==> src/rtl/sfp_pkg.sv <==
`default_nettype none
// ----------------------------------------------------------------------------
// sfp_pkg: shared types and constants for the sonar frame parser
// Holds the parser state encoding, the frame start byte and the result item.
// ----------------------------------------------------------------------------
package sfp_pkg;

    // Frame start character '$'
    localparam logic [7:0] START_BYTE = 8'h24;

    // Position within a seven-byte frame; the unused code falls back to hunting
    typedef enum logic [2:0] {
        ST_HUNT    = 3'd0,
        ST_NAME1   = 3'd1,
        ST_NAME2   = 3'd2,
        ST_PORT    = 3'd3,
        ST_DIST_LO = 3'd4,
        ST_DIST_HI = 3'd5,
        ST_CHECK   = 3'd6
    } sfp_state_t;

    // One decoded distance frame
    typedef struct packed {
        logic [7:0]  name_first;
        logic [7:0]  name_second;
        logic [7:0]  port_number;
        logic [15:0] distance;
    } sfp_result_t;

endpackage : sfp_pkg
`default_nettype wire

==> src/rtl/sonar_frame_parser_top.sv <==
`default_nettype none
// ----------------------------------------------------------------------------
// sonar_frame_parser_top: serial distance-frame parser
// Recognizes seven-byte '$' frames with an XOR checksum and emits the
// name, port and distance of every frame whose checksum matches.
// ----------------------------------------------------------------------------
// Usage:
//   s_ channel: one received byte per item (s_rx_byte), valid/ready.
//   m_ channel: one item per good frame (name, port, distance), valid/ready.
//   Bytes other than '$' while hunting are dropped. A '$' inside a frame is
//   an ordinary data byte. Frames with a bad checksum give no item; the
//   parser returns to hunting after every checksum byte either way.
//   Output: the result item shows on m_ in the cycle after the checksum
//   byte is accepted.
//   Throughput: one byte per cycle unless stalled; the parser updates its
//   state in the accept cycle, and the single output register takes it.
//   Stall: s_ready stays high while the output register is empty or being
//   emptied in the same cycle; with a result held and m_ready low, s_ready
//   drops and the item waits unchanged.
//   Reset: synchronous, active low; parser returns to hunting with a
//   cleared checksum and the output register empties.
// ----------------------------------------------------------------------------
module sonar_frame_parser_top
    import sfp_pkg::*;
(
    input  wire logic        aclk,
    input  wire logic        aresetn,
    input  wire logic        s_valid,
    output logic             s_ready,
    input  wire logic [7:0]  s_rx_byte,
    output logic             m_valid,
    input  wire logic        m_ready,
    output logic [7:0]       m_name_first,
    output logic [7:0]       m_name_second,
    output logic [7:0]       m_port_number,
    output logic [15:0]      m_distance
);

    logic        byte_take;
    logic        frame_hit;
    sfp_result_t frame;
    logic        out_valid_reg, out_valid_next;
    sfp_result_t out_reg, out_next;

    // Accept a byte whenever the output slot is free or draining
    assign s_ready   = !out_valid_reg || m_ready;
    assign byte_take = s_valid && s_ready;

    sfp_frame_fsm u_fsm (
        .aclk      (aclk),
        .aresetn   (aresetn),
        .byte_take (byte_take),
        .rx_byte   (s_rx_byte),
        .frame_hit (frame_hit),
        .frame     (frame)
    );

    // Load a good frame, drop the slot once taken
    always_comb begin
        out_valid_next = out_valid_reg;
        out_next       = out_reg;
        if (frame_hit) begin
            out_valid_next = 1'b1;
            out_next       = frame;
        end else if (m_ready) begin
            out_valid_next = 1'b0;
        end
    end

    always_ff @(posedge aclk) begin
        if (!aresetn) begin
            out_valid_reg <= 1'b0;
        end else begin
            out_valid_reg <= out_valid_next;
        end
    end

    always_ff @(posedge aclk) begin
        out_reg <= out_next;
    end

    assign m_valid       = out_valid_reg;
    assign m_name_first  = out_reg.name_first;
    assign m_name_second = out_reg.name_second;
    assign m_port_number = out_reg.port_number;
    assign m_distance    = out_reg.distance;

endmodule : sonar_frame_parser_top
`default_nettype wire

==> src/rtl/sfp_frame_fsm.sv <==
`default_nettype none
// ----------------------------------------------------------------------------
// sfp_frame_fsm: byte-level frame recognizer
// Tracks the frame position, the running XOR and the held fields, and flags
// a good frame in the same cycle that its checksum byte is accepted.
// ----------------------------------------------------------------------------
module sfp_frame_fsm
    import sfp_pkg::*;
(
    input  wire logic        aclk,
    input  wire logic        aresetn,
    input  wire logic        byte_take,
    input  wire logic [7:0]  rx_byte,
    output logic             frame_hit,
    output sfp_result_t      frame
);

    sfp_state_t  state_reg, state_next;
    logic [7:0]  xor_reg, xor_next;
    logic [7:0]  name1_reg, name1_next;
    logic [7:0]  name2_reg, name2_next;
    logic [7:0]  port_reg, port_next;
    logic [15:0] dist_reg, dist_next;

    // Next state and running checksum
    always_comb begin
        state_next = state_reg;
        xor_next   = xor_reg;
        if (byte_take) begin
            case (state_reg)
                ST_NAME1: begin
                    state_next = ST_NAME2;
                    xor_next   = xor_reg ^ rx_byte;
                end
                ST_NAME2: begin
                    state_next = ST_PORT;
                    xor_next   = xor_reg ^ rx_byte;
                end
                ST_PORT: begin
                    state_next = ST_DIST_LO;
                    xor_next   = xor_reg ^ rx_byte;
                end
                ST_DIST_LO: begin
                    state_next = ST_DIST_HI;
                    xor_next   = xor_reg ^ rx_byte;
                end
                ST_DIST_HI: begin
                    state_next = ST_CHECK;
                    xor_next   = xor_reg ^ rx_byte;
                end
                ST_CHECK: begin
                    state_next = ST_HUNT;
                    xor_next   = '0;
                end
                default: begin
                    // Hunt: drop anything but the start byte
                    if (rx_byte == START_BYTE) begin
                        state_next = ST_NAME1;
                        xor_next   = xor_reg ^ START_BYTE;
                    end else begin
                        state_next = ST_HUNT;
                    end
                end
            endcase
        end
    end

    // Field capture and frame flag
    always_comb begin
        name1_next = name1_reg;
        name2_next = name2_reg;
        port_next  = port_reg;
        dist_next  = dist_reg;
        frame_hit  = 1'b0;
        if (byte_take) begin
            case (state_reg)
                ST_NAME1:   name1_next = rx_byte;
                ST_NAME2:   name2_next = rx_byte;
                ST_PORT:    port_next  = rx_byte;
                ST_DIST_LO: dist_next  = {8'h00, rx_byte};
                ST_DIST_HI: dist_next  = {rx_byte, dist_reg[7:0]};
                ST_CHECK:   frame_hit  = (xor_reg == rx_byte);
                default:    ;
            endcase
        end
    end

    assign frame.name_first  = name1_reg;
    assign frame.name_second = name2_reg;
    assign frame.port_number = port_reg;
    assign frame.distance    = dist_reg;

    // Hold parser state
    always_ff @(posedge aclk) begin
        if (!aresetn) begin
            state_reg <= ST_HUNT;
            xor_reg   <= '0;
            name1_reg <= '0;
            name2_reg <= '0;
            port_reg  <= '0;
            dist_reg  <= '0;
        end else begin
            state_reg <= state_next;
            xor_reg   <= xor_next;
            name1_reg <= name1_next;
            name2_reg <= name2_next;
            port_reg  <= port_next;
            dist_reg  <= dist_next;
        end
    end

endmodule : sfp_frame_fsm
`default_nettype wire

==> config.mk <==
export PLATFORM = sky130hd
export DESIGN_NAME = sonar_frame_parser_top
export DESIGN_NICKNAME = d
export VERILOG_FILES = /design/src/rtl/sfp_pkg.sv /design/src/rtl/sonar_frame_parser_top.sv /design/src/rtl/sfp_frame_fsm.sv
export SDC_FILE = /design/constraint.sdc
export NUM_CORES = 1
export LEC_CHECK = 0
export CAP_MARGIN = 25
export CELL_PAD_IN_SITES_DETAIL_PLACEMENT = 1
export CELL_PAD_IN_SITES_GLOBAL_PLACEMENT = 2
export CORE_MARGIN = 3
export CORE_UTILIZATION = 25
export DETAILED_ROUTE_END_ITERATION = 10
export DONT_BUFFER_PORTS = 1
export GPL_TIMING_DRIVEN = 1
export HOLD_SLACK_MARGIN = 0.03
export MAX_ROUTING_LAYER = met4
export PLACE_DENSITY = 0.51
export SLEW_MARGIN = 0
export SYNTH_ARGS = -nofsm -noshare
export SYNTH_HDL_FRONTEND = slang
export SYNTH_SLANG_ARGS = --single-unit
export TNS_END_PERCENT = 50
==> constraint.sdc <==
create_clock -name aclk -period 15 [get_ports aclk]
set_input_delay 3 -clock aclk [delete_from_list [all_inputs] [get_ports aclk]]
set_output_delay 3 -clock aclk [all_outputs]
set_load 0.02 [all_outputs]
==> results.yml <==
synth:
  yosysTopAreaCell: "edfxtp_1"
  synthTopCellsByCount: "dfxtp_1, edfxtp_1, mux2i_1, nor2b_1, nand2_1"
  synth_async_sr_flop_share_pct: 0
  synth_edf_count: 40
  synth.area.top_cells: "edfxtp_1, dfxtp_1, mux2i_1, nor2b_1, and4b_1"
  synth_nets: 300
  netlist_area_mm2: 0.00361
  yosys_warnings: 0
  synth-seq-cells: 92
  synth_top_area_share_pct: 33.3
  synth_flop_cell: "dfxtp_1"
  syn-instance-count: 288
  synth_cell_types: 38
  avgSynthCellArea_um2: 12.5
  yosysMostFrequentCell: "dfxtp_1"
  yosysSeqAreaShare_pct: 62.1
route:
  via_per_inst: 4.45
  drt_pass1_iterations: 4
  via_count: 2073
  drt_iter0_markers: 121
  drc: 0
  avgRoutedWirePerCell_um: 18.5
  postRouteAntennaNets: 0
  routed_wl_um: 8640
clock_network:
  clock_sinks: 92
  tritoncts: "done"
  worstSkewPairLatency_ns: 0.34
  cts.repair.resized: 0
  clkTransAtPathRegs_ns: 0.06
  cts_max_path_buffers: 2
  cts_hold_buf: 0
  htreeDepth: 3
  numCtsBuffers: 9
  root_buffer: "clkbuf_16"
  postCtsSetupBuffers: 0
sta:
  finalClockSkew_ns: 0.00989
  worstMarginPinSlew_ns: 0.870
  period_share_pct: 44.5
  rsz0062_at_grt: "false"
  fmax_mhz: 150
  slew_headroom_pct: 41.5
  slew_viol_final: 0
  setup_violations: 0
  fin_setup_tns_ns: 0
  min_period_ns: 6.67
  timing.final.hold_violations: 0
worst_setup_path:
  cpMaxStageDelayCell: "inv_1"
  arrival_ns: 3.67
  worstSetupPathType: "input port to primary output"
  cp_max_fo: 14
  crit_path_end_kind: "primary output"
  worst-path-buf-inv: 1
  worstPathCellList: "nor2b_2 -> inv_1"
  cpPeakStageDelay_ns: 0.38
  cp.required_ns: 12.00
  startpoint_type: "input port"
  path_delay_family: "buffers and inverters"
layout:
  stdcell_count: 466
  layout.nets: 293
  diodes: 0
  area_growth_pct: 13.3
  drive_gt1_share_pct: 9.09
floorplanning:
  initial_core_util_pct: 25.8
  core_area_mm2: 0.0140
  rows: 43
  pin_count: 54
  dieArea_mm2: 0.0159
  fp.dieH_um: 126
  die_x_um: 126
power:
  p_seq_share_pct: 51.9
  switchingPower_uw: 97.8
  pwr-share-clk_pct: 47.0
  powerDensity_mw_per_mm2: 122
  p_leak_uw: 0.00131
  p_int_uw: 402
  ir_drop_mv: 0.0491
  power_frac_comb_pct: 1.1
  swShare_pct: 19.6
place:
  io_buffers: 0
  gp_congestion: 0.693
  hpwlAfterDp_um: 5550
  post-place-cells: 450
status:
  status: "complete, no violations"
grt:
  grt-ovfl-total: 0
  grt_max_degree: 49
  grt_pass1_vias: 2144
  grt_pass1_wl_um: 13300
  grt_usage_pct: 11.6
  antenna_found_initial: 0
min_path:
  min_path_type: "flop to flop"
flow_run:
  max_cap_violations: 0
==> power groups by stage <==
stage	clock network, µW	registers, µW	logic, µW
6_report	235	259	5.61
5_1_grt	256	259	6.15
4_1_cts	244	259	5.72
3_5_place_dp	0	265	5.71
3_3_place_gp	0	265	5.70
2_1_floorplan	0	265	8.90
==> cell families after synthesis <==
| group | count (synthesis) | share of synthesized area, % |
|---|---|---|
| flops | 92 | 62.1 |
| simple gates | 95 | 16.4 |
| compound gates | 27 | 4.95 |
| xor+xnor | 9 | 2.18 |
| buf+inv | 25 | 3.29 |
| mux | 40 | 11.1 |
==> cell type report <==
type                    count  area, µm²
inverters                   3       11.3
repair buffers              4       33.8
clock inverters             5       57.6
fillers                  1544       9900
multi-input cells         171       1270
well taps                 180        225
clock buffers              11        254
flip-flops and latches     92       2240
==> through the flow <==
stage / hold WS (ns) / cell area (µm²) / util [%] / total power (µW) / worst slack (ns)
floorplan: 0.408 / 3610 / - / 274 / 8.01
global placement: 0.411 / 3770 / 26.9 / 271 / 8.34
detailed placement: 0.415 / 3780 / 27.0 / 271 / 8.31
CTS: 0.433 / 4090 / 29.2 / 509 / 8.31
global route: 0.446 / 4090 / 29.2 / 521 / 8.24
finish: 0.431 / 4090 / 29.2 / 500 / 8.33
==> placed cells by master, fill, tap and decap left out, types with 3 or more instances in the layout <==
cell,instances
edfxtp_1,40
clkbuf_16,10
a21oi_1,4
inv_1,3
nand4_1,3
nand4b_1,3
nand2_1,13
o21ai_0,8
xnor2_1,4
nor2_1,9
nor2b_1,39
dfxtp_1,52
mux2i_1,40
nand2b_1,3
buf_4,3
and4b_1,6
nand3_1,4
xor2_1,5
a21boi_1,7
==> path summary, 6_finish.rpt <==
check	startpoint	to	slack (ns)	cells after the start
worst min-delay path	u_fsm.name1_reg[0]$_SDFFE_PN0P_	m_name_first[0]$_DFFE_PP_	0.43	0
worst min register to register	u_fsm.name1_reg[0]$_SDFFE_PN0P_	m_name_first[0]$_DFFE_PP_	0.43	0
worst max register to register	m_valid$_SDFFE_PN0P_	u_fsm.dist_reg[11]$_SDFFE_PN0P_	12.61	5
worst max-delay path	m_ready	s_ready	8.33	2
==> layer usage <==
layer / share of wire (%) / wire length (µm) / vias up / GRT usage (%)
li1: - / - / 998 / -
met1: 46 / 3980 / 1030 / 14.2
met2: 48 / 4170 / 37 / 17.9
met3: 4.2 / 365 / 8 / 3.73
met4: 1.3 / 114 / 0 / 3.97
met5: 0 / 0 / - / -
Note: power is estimated with default switching activity, not from simulation.
